File: src/rtl/byterun1_row_packer_core_defines.svh
// Assertion macros for the run-length row packer.
// Used by the top level; expects clk and rst_n in the enclosing scope.
`ifndef BYTERUN1_ROW_PACKER_CORE_DEFINES_SVH
`define BYTERUN1_ROW_PACKER_CORE_DEFINES_SVH
`ifndef ASSERT_OFF
// Check a property on every clock edge out of reset
`define BR1RP_ASSERT(lbl, prop, msg) \
    lbl: assert property (@(posedge clk) disable iff (!rst_n) prop) \
        else $error(msg);
// Check that a condition holds in the cycle after a trigger
`define BR1RP_ASSERT_NEXT(lbl, ante, cons, msg) \
    lbl: assert property (@(posedge clk) disable iff (!rst_n) ante |=> cons) \
        else $error(msg);
`else
`define BR1RP_ASSERT(lbl, prop, msg)
`define BR1RP_ASSERT_NEXT(lbl, ante, cons, msg)
`endif
`endif

File: src/rtl/br1rp_pkg.sv
// Shared constants and types of the run-length row packer.
// No dependencies; every module imports this package and the interfaces use it.
`timescale 1ns / 1ps
package br1rp_pkg;

    localparam int LITERAL_MAX = 128;
    localparam int RUN_MAX     = 128;
    localparam int MIN_RUN     = 3;
    localparam int OUT_LANES   = 8;
    localparam int STORE_DEPTH = LITERAL_MAX + 1;
    localparam int BYTE_W      = 8;
    localparam int FILL_W      = 8;
    localparam int LEN_W       = 13;
    localparam int CNT_W       = 4;
    localparam int LANE_W      = $clog2(OUT_LANES);
    localparam int STORE_ROWS  = (STORE_DEPTH + OUT_LANES - 1) / OUT_LANES;
    localparam int ROW_W       = FILL_W - LANE_W;
    localparam int WORD_W      = OUT_LANES * BYTE_W;

    typedef logic [BYTE_W-1:0] byte_t;
    typedef logic [OUT_LANES-1:0][BYTE_W-1:0] row_t;

    typedef enum logic [1:0] {
        PK_NONE = 2'd0,
        PK_LIT  = 2'd1,
        PK_RUN  = 2'd2
    } pkt_kind_t;

    // One packet: literal (hdr = n-1, bytes from the store) or run (hdr, value)
    typedef struct packed {
        pkt_kind_t kind;
        byte_t     hdr;
        byte_t     val;
    } pkt_t;

    localparam pkt_t PKT_NONE = '{kind: PK_NONE, hdr: '0, val: '0};

    // Work handed from the byte decision logic to the packet sequencer
    typedef struct packed {
        pkt_t             mid;
        pkt_t             fin;
        logic             defer_wr;
        byte_t            defer_byte;
        logic             row_done;
        logic [LEN_W-1:0] plen;
    } job_t;

    // One byte write into the literal store
    typedef struct packed {
        logic              en;
        logic [ROW_W-1:0]  row;
        logic [LANE_W-1:0] lane;
        byte_t             data;
    } store_wr_t;

endpackage

File: src/rtl/br1rp_byte_if.sv
// Input channel of the row packer: one raw byte per item.
// Depends on br1rp_pkg for widths.
`timescale 1ns / 1ps
interface br1rp_byte_if;
    logic                         valid;
    logic                         ready;
    logic [br1rp_pkg::BYTE_W-1:0] data_byte;
    logic                         row_end;

    modport source (output valid, output data_byte, output row_end, input ready);
    modport sink (input valid, input data_byte, input row_end, output ready);
endinterface

File: src/rtl/br1rp_word_if.sv
// Output channel of the row packer: one packed word per item.
// Depends on br1rp_pkg for widths.
`timescale 1ns / 1ps
interface br1rp_word_if;
    logic                         valid;
    logic                         ready;
    logic [br1rp_pkg::WORD_W-1:0] out_word;
    logic [br1rp_pkg::CNT_W-1:0]  out_count;
    logic                         step_last;
    logic                         row_done;
    logic [br1rp_pkg::LEN_W-1:0]  packed_length;

    modport source (output valid, output out_word, output out_count, output step_last,
                    output row_done, output packed_length, input ready);
    modport sink (input valid, input out_word, input out_count, input step_last,
                  input row_done, input packed_length, output ready);
endinterface

File: src/rtl/br1rp_ctrl.sv
// Byte decision logic: mode, fill, run start, previous byte and row length.
// Decides the packets of each accepted item. Depends on br1rp_pkg.
`timescale 1ns / 1ps
module br1rp_ctrl (
    input  logic                         clk,
    input  logic                         rst_n,
    input  logic                         accept,
    input  logic [br1rp_pkg::BYTE_W-1:0] data_byte,
    input  logic                         row_end,
    output br1rp_pkg::job_t              job,
    output br1rp_pkg::store_wr_t         store_wr
);
    import br1rp_pkg::*;

    logic              run_mode_reg, run_mode_next;
    logic [FILL_W-1:0] fill_reg, fill_next;
    logic [FILL_W-1:0] run_start_reg, run_start_next;
    byte_t             prev_reg, prev_next;
    logic              row_open_reg, row_open_next;
    logic [LEN_W-1:0]  emitted_reg, emitted_next;

    logic [FILL_W-1:0] fill_inc;
    logic [FILL_W-1:0] span;
    logic [LEN_W-1:0]  base_len;
    logic              wr_now;
    logic [FILL_W-1:0] wr_addr;
    logic              defer_wr;
    pkt_t              mid_pkt;
    pkt_t              fin_pkt;

    function automatic logic [LEN_W-1:0] pkt_len(pkt_t p);
        logic [LEN_W-1:0] len;
        case (p.kind)
            PK_LIT:  len = LEN_W'(p.hdr) + LEN_W'(2);
            PK_RUN:  len = LEN_W'(2);
            default: len = '0;
        endcase
        return len;
    endfunction

    assign fill_inc = fill_reg + FILL_W'(1);
    assign span     = fill_inc - run_start_reg;

    // Decide packets and next state for the byte at the input
    always_comb
    begin
        run_mode_next  = run_mode_reg;
        fill_next      = fill_reg;
        run_start_next = run_start_reg;
        prev_next      = prev_reg;
        row_open_next  = row_open_reg;
        base_len       = emitted_reg;
        wr_now         = 1'b0;
        wr_addr        = fill_reg;
        defer_wr       = 1'b0;
        mid_pkt        = PKT_NONE;
        fin_pkt        = PKT_NONE;

        if (!row_open_reg)
        begin
            // open a row with this byte alone in the store
            fill_next      = FILL_W'(1);
            run_start_next = '0;
            prev_next      = data_byte;
            run_mode_next  = 1'b0;
            base_len       = '0;
            row_open_next  = 1'b1;
            wr_now         = 1'b1;
            wr_addr        = '0;
        end
        else
        begin
            fill_next = fill_inc;
            if (!run_mode_reg)
            begin
                if (fill_reg < FILL_W'(STORE_DEPTH))
                begin
                    wr_now  = 1'b1;
                    wr_addr = fill_reg;
                end
                if (fill_inc > FILL_W'(LITERAL_MAX))
                begin
                    // store full: dump the first LITERAL_MAX bytes, restart
                    // the store after the dump has read entry zero
                    mid_pkt.kind   = PK_LIT;
                    mid_pkt.hdr    = fill_inc - FILL_W'(2);
                    fill_next      = FILL_W'(1);
                    run_start_next = '0;
                    defer_wr       = 1'b1;
                end
                else if (data_byte == prev_reg)
                begin
                    if (span >= FILL_W'(MIN_RUN))
                    begin
                        if (run_start_reg != '0)
                        begin
                            mid_pkt.kind = PK_LIT;
                            mid_pkt.hdr  = run_start_reg - FILL_W'(1);
                        end
                        run_mode_next = 1'b1;
                    end
                    else if (run_start_reg == '0)
                    begin
                        run_mode_next = 1'b1;
                    end
                end
                else
                begin
                    run_start_next = fill_reg;
                end
            end
            else
            begin
                if (data_byte != prev_reg || span > FILL_W'(RUN_MAX))
                begin
                    // close the run and restart the store with this byte
                    mid_pkt.kind   = PK_RUN;
                    mid_pkt.hdr    = run_start_reg + FILL_W'(2) - fill_inc;
                    mid_pkt.val    = prev_reg;
                    fill_next      = FILL_W'(1);
                    run_start_next = '0;
                    run_mode_next  = 1'b0;
                    wr_now         = 1'b1;
                    wr_addr        = '0;
                end
            end
            prev_next = data_byte;
        end

        if (row_end)
        begin
            // flush whatever is pending and close the row
            if (!run_mode_next)
            begin
                fin_pkt.kind = PK_LIT;
                fin_pkt.hdr  = fill_next - FILL_W'(1);
            end
            else
            begin
                fin_pkt.kind = PK_RUN;
                fin_pkt.hdr  = run_start_next + FILL_W'(1) - fill_next;
                fin_pkt.val  = prev_next;
            end
            row_open_next  = 1'b0;
            run_mode_next  = 1'b0;
            fill_next      = '0;
            run_start_next = '0;
        end
    end

    assign emitted_next = base_len + pkt_len(mid_pkt) + pkt_len(fin_pkt);

    assign job.mid        = mid_pkt;
    assign job.fin        = fin_pkt;
    assign job.defer_wr   = defer_wr;
    assign job.defer_byte = data_byte;
    assign job.row_done   = row_end;
    assign job.plen       = emitted_next;

    assign store_wr.en   = accept && wr_now;
    assign store_wr.row  = wr_addr[FILL_W-1:LANE_W];
    assign store_wr.lane = wr_addr[LANE_W-1:0];
    assign store_wr.data = data_byte;

    // Advance the row state on each accepted item
    always_ff @(posedge clk or negedge rst_n)
    begin
        if (!rst_n)
        begin
            run_mode_reg  <= 1'b0;
            fill_reg      <= '0;
            run_start_reg <= '0;
            prev_reg      <= '0;
            row_open_reg  <= 1'b0;
            emitted_reg   <= '0;
        end
        else if (accept)
        begin
            run_mode_reg  <= run_mode_next;
            fill_reg      <= fill_next;
            run_start_reg <= run_start_next;
            prev_reg      <= prev_next;
            row_open_reg  <= row_open_next;
            emitted_reg   <= emitted_next;
        end
    end

endmodule

File: src/rtl/br1rp_store.sv
// Literal store: rows of OUT_LANES bytes, byte write, registered row read.
// Depends on br1rp_pkg.
`timescale 1ns / 1ps
module br1rp_store (
    input  logic                        clk,
    input  br1rp_pkg::store_wr_t        wr,
    input  logic                        rd_en,
    input  logic [br1rp_pkg::ROW_W-1:0] rd_row,
    output br1rp_pkg::row_t             rd_data
);
    import br1rp_pkg::*;

    row_t mem_arr [STORE_ROWS];
    row_t rd_data_reg;

    // Read returns the old row when the same row is written at the same edge
    always_ff @(posedge clk)
    begin
        if (wr.en)
        begin
            mem_arr[wr.row][wr.lane] <= wr.data;
        end
        if (rd_en)
        begin
            rd_data_reg <= mem_arr[rd_row];
        end
    end

    assign rd_data = rd_data_reg;

endmodule

File: src/rtl/br1rp_emit.sv
// Packet sequencer: reads the literal store row by row, builds output
// words and holds them in the output register. Depends on br1rp_pkg.
`timescale 1ns / 1ps
module br1rp_emit (
    input  logic                        clk,
    input  logic                        rst_n,
    input  logic                        start,
    input  br1rp_pkg::job_t             job,
    output logic                        idle,
    output logic                        rd_en,
    output logic [br1rp_pkg::ROW_W-1:0] rd_row,
    input  br1rp_pkg::row_t             rd_data,
    output br1rp_pkg::store_wr_t        defer_wr,
    br1rp_word_if.source                pack_words
);
    import br1rp_pkg::*;

    typedef enum logic [3:0] {
        S_IDLE  = 4'b0001,
        S_ISSUE = 4'b0010,
        S_LIT   = 4'b0100,
        S_RUN   = 4'b1000
    } emit_state_t;

    emit_state_t       state_reg, state_next;
    pkt_t              cur_reg, cur_next;
    pkt_t              nxt_reg, nxt_next;
    logic              defer_reg, defer_next;
    byte_t             defer_byte_reg, defer_byte_next;
    logic              job_done_reg, job_done_next;
    logic [LEN_W-1:0]  job_len_reg, job_len_next;
    logic [ROW_W-1:0]  row_reg, row_next;
    logic [FILL_W-1:0] rem_reg, rem_next;
    logic              first_reg, first_next;
    byte_t             carry_reg, carry_next;

    logic              out_valid_reg, out_valid_next;
    row_t              out_word_reg, out_word_next;
    logic [CNT_W-1:0]  out_count_reg, out_count_next;
    logic              out_last_reg, out_last_next;
    logic              out_done_reg, out_done_next;
    logic [LEN_W-1:0]  out_len_reg, out_len_next;

    logic              out_free;
    logic              lit_last;
    logic [CNT_W-1:0]  lit_cnt;
    row_t              raw_row;
    row_t              lit_word;
    row_t              run_word;
    logic              load;
    row_t              load_word;
    logic [CNT_W-1:0]  load_cnt;
    logic              pkt_done;
    logic              step_end;

    function automatic emit_state_t pkt_state(pkt_kind_t k);
        emit_state_t s;
        case (k)
            PK_LIT:  s = S_ISSUE;
            PK_RUN:  s = S_RUN;
            default: s = S_IDLE;
        endcase
        return s;
    endfunction

    assign idle     = (state_reg == S_IDLE);
    assign out_free = !out_valid_reg || pack_words.ready;
    assign lit_last = (rem_reg <= FILL_W'(OUT_LANES));
    assign lit_cnt  = lit_last ? rem_reg[CNT_W-1:0] : CNT_W'(OUT_LANES);

    // Build a literal word: header or carried byte, then seven store bytes
    always_comb
    begin
        raw_row[0] = first_reg ? cur_reg.hdr : carry_reg;
        for (int i = 1; i < OUT_LANES; i++)
        begin
            raw_row[i] = rd_data[i-1];
        end
        for (int i = 0; i < OUT_LANES; i++)
        begin
            lit_word[i] = (CNT_W'(i) < lit_cnt) ? raw_row[i] : '0;
        end
    end

    always_comb
    begin
        run_word    = '0;
        run_word[0] = cur_reg.hdr;
        run_word[1] = cur_reg.val;
    end

    // Sequence the packets of one item
    always_comb
    begin
        state_next      = state_reg;
        cur_next        = cur_reg;
        nxt_next        = nxt_reg;
        defer_next      = defer_reg;
        defer_byte_next = defer_byte_reg;
        job_done_next   = job_done_reg;
        job_len_next    = job_len_reg;
        row_next        = row_reg;
        rem_next        = rem_reg;
        first_next      = first_reg;
        carry_next      = carry_reg;
        rd_en           = 1'b0;
        rd_row          = row_reg;
        load            = 1'b0;
        load_word       = lit_word;
        load_cnt        = lit_cnt;
        pkt_done        = 1'b0;

        case (state_reg)
            S_IDLE:
            begin
                if (start)
                begin
                    if (job.mid.kind != PK_NONE)
                    begin
                        cur_next   = job.mid;
                        nxt_next   = job.fin;
                        state_next = pkt_state(job.mid.kind);
                    end
                    else
                    begin
                        cur_next   = job.fin;
                        nxt_next   = PKT_NONE;
                        state_next = pkt_state(job.fin.kind);
                    end
                    defer_next      = job.defer_wr;
                    defer_byte_next = job.defer_byte;
                    job_done_next   = job.row_done;
                    job_len_next    = job.plen;
                end
            end
            S_ISSUE:
            begin
                // read row zero; a pending store restart writes behind it
                rd_en      = 1'b1;
                rd_row     = '0;
                row_next   = ROW_W'(1);
                first_next = 1'b1;
                rem_next   = cur_reg.hdr + FILL_W'(2);
                defer_next = 1'b0;
                state_next = S_LIT;
            end
            S_LIT:
            begin
                if (out_free)
                begin
                    load       = 1'b1;
                    carry_next = rd_data[OUT_LANES-1];
                    first_next = 1'b0;
                    if (!lit_last)
                    begin
                        rd_en    = 1'b1;
                        rd_row   = row_reg;
                        row_next = row_reg + ROW_W'(1);
                        rem_next = rem_reg - FILL_W'(OUT_LANES);
                    end
                    else
                    begin
                        pkt_done = 1'b1;
                    end
                end
            end
            S_RUN:
            begin
                if (out_free)
                begin
                    load      = 1'b1;
                    load_word = run_word;
                    load_cnt  = CNT_W'(2);
                    pkt_done  = 1'b1;
                end
            end
            default:
            begin
                state_next = S_IDLE;
            end
        endcase

        // advance to the flush packet or drop back to idle
        if (pkt_done)
        begin
            if (nxt_reg.kind != PK_NONE)
            begin
                cur_next   = nxt_reg;
                nxt_next   = PKT_NONE;
                state_next = pkt_state(nxt_reg.kind);
            end
            else
            begin
                state_next = S_IDLE;
            end
        end
    end

    assign step_end = pkt_done && (nxt_reg.kind == PK_NONE);

    assign defer_wr.en   = (state_reg == S_ISSUE) && defer_reg;
    assign defer_wr.row  = '0;
    assign defer_wr.lane = '0;
    assign defer_wr.data = defer_byte_reg;

    // Output register: load a new word or drop the taken one
    always_comb
    begin
        out_valid_next = out_valid_reg;
        out_word_next  = out_word_reg;
        out_count_next = out_count_reg;
        out_last_next  = out_last_reg;
        out_done_next  = out_done_reg;
        out_len_next   = out_len_reg;
        if (load)
        begin
            out_valid_next = 1'b1;
            out_word_next  = load_word;
            out_count_next = load_cnt;
            out_last_next  = step_end;
            out_done_next  = step_end && job_done_reg;
            out_len_next   = (step_end && job_done_reg) ? job_len_reg : '0;
        end
        else if (pack_words.ready)
        begin
            out_valid_next = 1'b0;
        end
    end

    always_ff @(posedge clk or negedge rst_n)
    begin
        if (!rst_n)
        begin
            state_reg     <= S_IDLE;
            cur_reg       <= PKT_NONE;
            nxt_reg       <= PKT_NONE;
            defer_reg     <= 1'b0;
            out_valid_reg <= 1'b0;
        end
        else
        begin
            state_reg     <= state_next;
            cur_reg       <= cur_next;
            nxt_reg       <= nxt_next;
            defer_reg     <= defer_next;
            out_valid_reg <= out_valid_next;
        end
    end

    // Payload and datapath registers
    always_ff @(posedge clk)
    begin
        defer_byte_reg <= defer_byte_next;
        job_done_reg   <= job_done_next;
        job_len_reg    <= job_len_next;
        row_reg        <= row_next;
        rem_reg        <= rem_next;
        first_reg      <= first_next;
        carry_reg      <= carry_next;
        out_word_reg   <= out_word_next;
        out_count_reg  <= out_count_next;
        out_last_reg   <= out_last_next;
        out_done_reg   <= out_done_next;
        out_len_reg    <= out_len_next;
    end

    assign pack_words.valid         = out_valid_reg;
    assign pack_words.out_word      = out_word_reg;
    assign pack_words.out_count     = out_count_reg;
    assign pack_words.step_last     = out_last_reg;
    assign pack_words.row_done      = out_done_reg;
    assign pack_words.packed_length = out_len_reg;

endmodule

File: src/rtl/byterun1_row_packer_core.sv
// Channel     Dir  Item                  Payload
// row_bytes   in   one raw byte          data_byte, row_end
// pack_words  out  one packed word       out_word, out_count, step_last, row_done,
//                                        packed_length
//
// An item that sends nothing leaves the sequencer idle. Each literal packet of n bytes
// adds a read of store row zero plus ceil((n+1)/8) words, one store row read per
// word; each run packet adds one word. Output stalls hold the sequencer.
// Reset clears the control state only; the literal store holds no reset value
// and needs no clearing pass.
// Depends on br1rp_pkg, both channel interfaces and the assertion header.
`timescale 1ns / 1ps
`include "byterun1_row_packer_core_defines.svh"
module byterun1_row_packer_core (
    input  logic          clk,
    input  logic          rst_n,
    br1rp_byte_if.sink    row_bytes,
    br1rp_word_if.source  pack_words
);
    import br1rp_pkg::*;

    logic             accept;
    logic             idle;
    job_t             job;
    store_wr_t        acc_wr;
    store_wr_t        defer_wr;
    store_wr_t        store_wr;
    logic             rd_en;
    logic [ROW_W-1:0] rd_row;
    row_t             rd_data;

    // Take a byte only while the sequencer has no packet in flight
    assign row_bytes.ready = idle;
    assign accept          = row_bytes.valid && idle;

    br1rp_ctrl u_ctrl (
        .clk       (clk),
        .rst_n     (rst_n),
        .accept    (accept),
        .data_byte (row_bytes.data_byte),
        .row_end   (row_bytes.row_end),
        .job       (job),
        .store_wr  (acc_wr)
    );

    // Share the store write port between accept and deferred restart
    assign store_wr = acc_wr.en ? acc_wr : defer_wr;

    br1rp_store u_store (
        .clk     (clk),
        .wr      (store_wr),
        .rd_en   (rd_en),
        .rd_row  (rd_row),
        .rd_data (rd_data)
    );

    br1rp_emit u_emit (
        .clk        (clk),
        .rst_n      (rst_n),
        .start      (accept),
        .job        (job),
        .idle       (idle),
        .rd_en      (rd_en),
        .rd_row     (rd_row),
        .rd_data    (rd_data),
        .defer_wr   (defer_wr),
        .pack_words (pack_words)
    );

    `BR1RP_ASSERT(a_wr_port_single, !(acc_wr.en && defer_wr.en), "store write collision")
    `BR1RP_ASSERT(a_done_on_last, !(pack_words.valid && pack_words.row_done && !pack_words.step_last), "row_done without step_last")
    `BR1RP_ASSERT(a_len_on_done, !(pack_words.valid && !pack_words.row_done && (pack_words.packed_length != '0)), "length outside row end")
    `BR1RP_ASSERT_NEXT(a_row_end_busy, accept && row_bytes.row_end, !row_bytes.ready, "row end sent nothing")

endmodule
File: src/flat_wrapper.sv
// flat-port wrapper written by rule: the top's interface ports become plain ports
module byterun1_row_packer_core_flat import br1rp_pkg::*;
  (clk, rst_n, row_bytes_valid, row_bytes_data_byte, row_bytes_row_end, row_bytes_ready, pack_words_valid, pack_words_out_word, pack_words_out_count, pack_words_step_last, pack_words_row_done, pack_words_packed_length, pack_words_ready);
  br1rp_byte_if row_bytes_i ();
  br1rp_word_if pack_words_i ();
  input  logic clk;
  input  logic rst_n;
  input wire logic [$bits(row_bytes_i.valid)-1:0] row_bytes_valid;
  input wire logic [$bits(row_bytes_i.data_byte)-1:0] row_bytes_data_byte;
  input wire logic [$bits(row_bytes_i.row_end)-1:0] row_bytes_row_end;
  output wire logic [$bits(row_bytes_i.ready)-1:0] row_bytes_ready;
  output wire logic [$bits(pack_words_i.valid)-1:0] pack_words_valid;
  output wire logic [$bits(pack_words_i.out_word)-1:0] pack_words_out_word;
  output wire logic [$bits(pack_words_i.out_count)-1:0] pack_words_out_count;
  output wire logic [$bits(pack_words_i.step_last)-1:0] pack_words_step_last;
  output wire logic [$bits(pack_words_i.row_done)-1:0] pack_words_row_done;
  output wire logic [$bits(pack_words_i.packed_length)-1:0] pack_words_packed_length;
  input wire logic [$bits(pack_words_i.ready)-1:0] pack_words_ready;
  assign row_bytes_i.valid = row_bytes_valid;
  assign row_bytes_i.data_byte = row_bytes_data_byte;
  assign row_bytes_i.row_end = row_bytes_row_end;
  assign row_bytes_ready = row_bytes_i.ready;
  assign pack_words_valid = pack_words_i.valid;
  assign pack_words_out_word = pack_words_i.out_word;
  assign pack_words_out_count = pack_words_i.out_count;
  assign pack_words_step_last = pack_words_i.step_last;
  assign pack_words_row_done = pack_words_i.row_done;
  assign pack_words_packed_length = pack_words_i.packed_length;
  assign pack_words_i.ready = pack_words_ready;
  byterun1_row_packer_core u_core (.clk(clk), .rst_n(rst_n), .row_bytes(row_bytes_i), .pack_words(pack_words_i));
endmodule
File: config.mk
export PLATFORM = sky130hd
export DESIGN_NAME = byterun1_row_packer_core_flat
export DESIGN_NICKNAME = d
export VERILOG_FILES = /design/src/rtl/br1rp_pkg.sv /design/src/rtl/br1rp_byte_if.sv /design/src/rtl/br1rp_word_if.sv /design/src/rtl/br1rp_ctrl.sv /design/src/rtl/br1rp_store.sv /design/src/rtl/br1rp_emit.sv /design/src/rtl/byterun1_row_packer_core.sv /design/src/flat_wrapper.sv
export VERILOG_INCLUDE_DIRS = /design/src /design/src/rtl
export SDC_FILE = /design/constraint.sdc
export NUM_CORES = 2
export LEC_CHECK = 0
export ABC_AREA = 1
export ABC_CLOCK_PERIOD_IN_PS = 6800
export BUFFER_PORTS_ARGS = -buffer_cell sky130_fd_sc_hd__buf_2
export CAP_MARGIN = 20
export CORE_MARGIN = 5
export CORE_UTILIZATION = 45
export DETAILED_ROUTE_END_ITERATION = 10
export PLACE_DENSITY = 0.69
export SKIP_LAST_GASP = 1
export SYNTH_ARGS = -nofsm -noshare
export SYNTH_HDL_FRONTEND = slang
export SYNTH_HIERARCHICAL = 1
export SYNTH_SLANG_ARGS = --single-unit
export TNS_END_PERCENT = 30
File: constraint.sdc
create_clock -name clk -period 6.8 [get_ports clk]
set_clock_uncertainty 0.2 [all_clocks]
set_input_delay 0.34 -clock clk [delete_from_list [all_inputs] [get_ports clk]]
set_output_delay 0.34 -clock clk [all_outputs]
set_load 0.02 [all_outputs]
# After elaboration in Yosys (flattened, before gate mapping)
# Memories as Yosys holds them, arrays and structs flattened. A register that Yosys moved wholly into a read port is not among the register bits.
# Cells that the tools add are included.
[word_totals]
ram_bits = 1088
memories = 1
output_inout_bits = 85
wordCells = 209
inputBits = 13
ff_bits = 208
latchBits = 0
mem_bits_ro = 0
[memory_table]
columns = ["name", "depth", "word_bits", "rd", "rd_clocked_by_memory_dff", "wr", "line_no", "rtl"]
rows = [
  ["u_core.u_store.mem_arr", 17, 64, 1, 1, 1, "br1rp_store.sv:13", "row_t mem_arr [STORE_ROWS];"],
]
[op_classes]
n_mul = 0
reduce_logical = 24
order_cmp = 15
add_sub_neg = 16
n_bitwise = 0
div = 0
n_mux = 102
n_shift = 0
eq_ne = 17
[op_table]
columns = ["operator", "n"]
rows = [
  ["18-bit two-way mux", 13],
  ["8-bit two-way mux", 28],
  ["64-bit two-way mux", 3],
  ["9-bit two-way mux", 4],
  ["9-bit one-hot mux with 2 select lines", 2],
  ["4-bit two-way mux", 7],
  ["1-bit two-way mux", 27],
  ["13-bit adder", 2],
  ["8-bit demux with 3-bit select", 1],
  ["4-bit one-hot mux with 2 select lines", 3],
  ["8-bit subtractor", 3],
  ["10-bit two-way mux", 2],
  ["8-bit by 2-bit adder with 9-bit output (second input constant)", 2],
  ["17-bit two-way mux", 1],
  ["8-bit by 1-bit adder with 8-bit output (second input constant)", 2],
  ["8-bit by 2-bit adder with 8-bit output (second input constant)", 2],
  ["8-bit > comparator (second input constant)", 2],
  ["3-bit by 4-bit less-than comparator with 1-bit output (first input constant)", 4],
  ["8-bit one-hot mux with 2 select lines", 1],
  ["8-bit by 1-bit subtractor with 8-bit output (second input constant)", 2],
  ["5-bit two-way mux", 3],
  ["13-bit two-way mux", 1],
  ["4-bit one-hot mux with 3 select lines", 1],
  ["5-bit one-hot mux with 2 select lines", 1],
  ["other kinds (32)", 57],
]

# Longest topological paths before layout
[logic_depth]
ltp_word = 17
ltp_mapped = 51

# Modules after synthesis
# Netlist, hierarchy kept.
[by_module_without_submodules]
columns = ["module", "instances", "cells_per_inst", "seq_area_each_um2", "area_per_inst_um2"]
rows = [
  ["br1rp_store", 1, 3878, 34593.2, 46417.0],
  ["br1rp_emit", 1, 817, 4815.9, 7722.4],
  ["br1rp_ctrl", 1, 830, 975.9, 5313.8],
  ["byterun1_row_packer_core", 1, 55, 0.0, 257.7],
]

# Least setup slack after synthesis
# Ideal clock, no wire load.
[synth_path]
path_type = "register -> register"
from = "reg u_core.u_ctrl.fill_reg[0]"
to = "reg u_core.u_emit.job_len_reg[12], data pin"
setup_slack_ns = -0.023
t_arrival_ns = 6.360
path_stages_with_launch = 41
setup_ns = 0.263
required_time_ns = 6.337
path_cell_list = "dfrtp_1 inv_2 ha_1 inv_1 fa_1 inv_1 nand2_1 nand2_1 nand3_1 nand3_1 nand2_1 nor2_1 nand2_1 nand2_1 nand2_2 nand2_4 inv_1 nor2_1 [... 5 more ...] nand2_1 nand2_1 ha_1 o21ai_0 a21o_1 fa_1 inv_1 ha_1 nand3_1 nand2_1 a21oi_1 o21ai_0 a21oi_1 o21bai_1 a21oi_1 o21ai_0 nand3_1 xor2_1"
[synth_lines]
columns = ["item", "line_no", "rtl"]
rows = [
  ["start: declaration", "br1rp_ctrl.sv:16", "logic [FILL_W-1:0] fill_reg, fill_next;"],
  ["start signal: assignment", "br1rp_ctrl.sv:180", "fill_reg <= fill_next;"],
  ["end signal: assignment", "br1rp_emit.sv:255", "job_len_reg <= job_len_next;"],
  ["end: declaration", "br1rp_emit.sv:31", "logic [LEN_W-1:0] job_len_reg, job_len_next;"],
]

==> key figures <==
Timing
  • Minimum setup slack in the final design: 0.250 ns
  • Final cycle utilization of the critical path: 96.3%
  • Number of endpoints with negative hold slack in the final report: 0
  • WHS: 0.121 ns
  • F_max: 153 MHz
  • Worst-case headroom to the max-slew limit: between 20% and 30%
  • Setup repair after global routing missed its margin: true
  • Number of setup violations in the final report: 0
  • Transition at the pin with the smallest max-transition slack: about 1.1 ns
  • Min Clock Period, post-route: 6.55 ns
  • Final max-slew violation count: 0

Logic synthesis
  • Number of unique standard cell types used by synthesis: 53
  • Async set-or-reset flop fraction in the synthesized netlist: 5.82%
  • Number of warning messages in the yosys log: 6
  • Top cell type by total area after synthesis: edfxtp_1
  • Number of synthesized flops with an enable pin: 1279
  • Register area share after synthesis: 67.6%
  • Seq cells post-synth: 1358
  • Synthesized area: 0.0597 sq mm
  • Largest cells by area after synthesis: edfxtp_1 (64%), nand2_1 (13%), nand3_1 (7.3%), dfrtp_1 (3.3%), nor2_1 (2.0%)
  • Portion of synthesized cell area occupied by the leading cell type: 64.3%
  • Synthesized netlist cell count: 5580
  • Primary FF master, synth: edfxtp_1
  • Mean cell area of the mapped netlist: approximately 11 sq um

Clock tree
  • Clock tree from TritonCTS: done
  • Master cell of the clock root buffer: clkbuf_16
  • Number of clock sinks: 1358
  • Buffer levels on the longest clock path: 3
  • Number of levels the H-tree was split into: 4
  • TritonCTS Buffers: ~140
  • Clock slew at the register clock pins of the worst setup and hold paths: 0.07 ns
  • Worst-skew pair later-pin latency: 0.75 ns

Place
  • Sum of net half-perimeters after detailed placement: roughly 93000 um
  • Final estimated routing congestion in global placement: ~0.91
  • Placement Cell Area: approximately 0.062 sq mm
  • DP Worst Slack: -0.212 ns
  • # port buffers: 97

Power and ir drop
  • Leakage power: 0.0263 uW
  • Worst-case vdd ir drop: 0.292 mV
  • Ratio of total power to cell area: 371 mW/mm^2

Global route
  • Initial antenna violation count: 4
  • Remaining global-route overflow: 0
  • Pin count of the biggest net entering global routing: 212
  • Vias in the first global route: 39440
  • Wire length of the first global-routing pass: 236000 um
  • All-layer global routing usage: 21.7%

Drt
  • Number of nets still failing antenna checks after routing: 0
  • First-iteration detailed-routing DRC count: 4685
  • Number of iterations in the first detailed-routing pass: 5
  • Mean number of vias per cell: 5.45
  • Drt wl/cell: approximately 20 um
  • Vias: 41310
  • Count of unresolved DRC violations after routing: 0
  • Routed Wire Length: 156000 um

Die
  • Core box area: 0.132 sq mm
  • Core Rows: 133
  • Count of pins on the block boundary: slightly below 100
  • Die Wd: roughly 370 um
  • Effective utilization at floorplan: approximately 45%
  • Die Y: 374 um
  • Die footprint: 0.140 sq mm

Critical path
  • Startpoint-to-endpoint class of the critical path: reg -> reg
  • Max Fanout on Critical Path: 4
  • Cell repeated most along the worst path: nand2_1
  • Biggest cell delay along the critical path: about 0.50 ns
  • Critical Path End Type: flip-flop
  • Cell at the slowest stage of the critical path: fa_1
  • Required time worst endpoint: 7.26 ns
  • Worst EP arrival: 7.01 ns
  • Sort of element at the start of the critical path: flip-flop

Hold path
  • Class of the most critical hold timing path: in -> reg

Layout
  • Area grow syn2layout: 12.9%
  • Commonest non-fill, non-tap cell in the layout: nand2_1
  • Number of flip-flops in the largest register: 1088
  • Highest-count cells in the layout ignoring fill and taps: nand2_1 (2018), edfxtp_1 (1279), nand3_1 (862)
  • Layout cells sized above 1: 11.3%
  • Number of nets at the end of the flow: 5799
  • Final standard cell area without fillers: 0.0674 sq mm
  • Number of inserted filler cells in the final layout: 11222

Run status
  • Status: completed

Flow run
  • Max-cap viol count: 0
-- worst max-delay path: cells and delay by family (launching register included) --
| family | cells | cell delay (ns) |
|---|---|---|
| xor+xnor | 2 | 0.31 |
| compound gates | 11 | 1.26 |
| fa+ha+maj | 7 | 2.19 |
| simple gates | 16 | 1.45 |
| buf+inv | 6 | 0.57 |
| flops | 1 | 0.45 |
-- stage by stage --
step	cells	TNS, ns	utilization, %	power, uW
floorplan	5587	0	-	15000
global route	7580	-0.929	51.2	26100
detailed placement	7305	-1.25	47.1	17100
global placement	7305	-0.874	47.1	17000
CTS	7570	-0.0618	50.9	24900
finish	7580	0	51.2	25000
-- path summary, 6_finish.rpt --
kind | start | end | slack, ns | cells after the start
max reg2reg | u_core/u_ctrl/fill_reg[0] | u_core/u_ctrl/emitted_reg[11] | 0.25 | 42
min | row_bytes_valid | u_core/u_emit/state_reg[0] | 0.12 | 6
max | u_core/u_ctrl/fill_reg[0] | u_core/u_ctrl/emitted_reg[11] | 0.25 | 42
max in group asynchronous | rst_n | u_core/u_ctrl/prev_reg[0] | 5.16 | 4
min in group asynchronous | rst_n | u_core/u_ctrl/run_start_reg[1] | 0.41 | 4
min reg2reg | u_core/u_store/rd_data[62] | u_core/u_emit/carry_reg[6] | 0.22 | 0
-- report_power, final --
group          switching [uW]  leakage [uW]  internal (uW)
Sequential                205        0.0126          10600
Combinational            4740        0.0115           1720
Clock                    3170       0.00229           4610
-- synthesized netlist by cell type (2+ instances only) --
library cell	number
a21oi_1	58
a31oi_1	2
buf_1	17
buf_2	124
buf_4	55
buf_6	54
clkbuf_1	58
clkinv_1	2
dfrtp_1	78
edfxtp_1	1279
fa_1	12
ha_1	61
inv_1	258
inv_2	8
nand2_1	2046
nand2_2	25
nand2_4	3
nand3_1	870
nand3_2	9
nand3b_1	11
nand4_1	28
nor2_1	313
nor2_2	7
nor2_4	7
nor3_1	9
nor4_1	2
o211ai_1	3
o21ai_0	97
o21ai_1	5
o21bai_1	3
o22ai_1	18
o32ai_1	2
or2_1	2
or2_2	7
xnor2_1	6
xor2_1	24
-- routing by layer --
| layer | vias to the layer above | part of all wire, % | wire length [um] | GRT usage, % |
|---|---|---|---|---|
| met3 | 269 | 8.8 | 13800 | 3.67 |
| li1 | 19156 | - | - | - |
| met4 | 0 | 3.1 | 4830 | 7.04 |
| met5 | - | 0 | 0 | 0 |
| met1 | 19964 | 41 | 63800 | 30.3 |
| met2 | 1921 | 47 | 73400 | 34.7 |
-- area by class of cell --
class                           instances  area, sq um  share of cell area [%]
Clock inverter                         82          990                    1.47
Antenna cell                            1         2.50                 0.00371
Multi-Input combinational cell       3649        16900                    25.1
Tap cell                             1755         2200                    3.26
Sequential cell                      1358        40400                    59.9
Timing Repair Buffer                  295         2200                    3.26
Inverter                              270         1050                    1.56
Clock buffer                          170         3690                    5.47
-- timing repair --
item                                    in CTS  in global routing
endpoints found under the setup margin       8                 13
buffers inserted                             0                  7
pin swaps                                   12                 58
hold buffers                                13                  0
endpoints found under the hold margin      106                  0
gates resized for setup                     17                 91
-- cell families (layout without fill, tap and decap cells) --
kind of cell | count (synthesis) | count (layout) | synth area share, %
other cells | 1 | 9 | 0.00628
xor+xnor | 30 | 30 | 0.440
flops | 1358 | 1358 | 67.6
fa+ha+maj | 73 | 73 | 1.68
compound gates | 198 | 198 | 1.81
simple gates | 3340 | 3340 | 23.4
buf+inv | 580 | 817 | 5.00
Note: power is estimated with default switching activity, not from simulation.
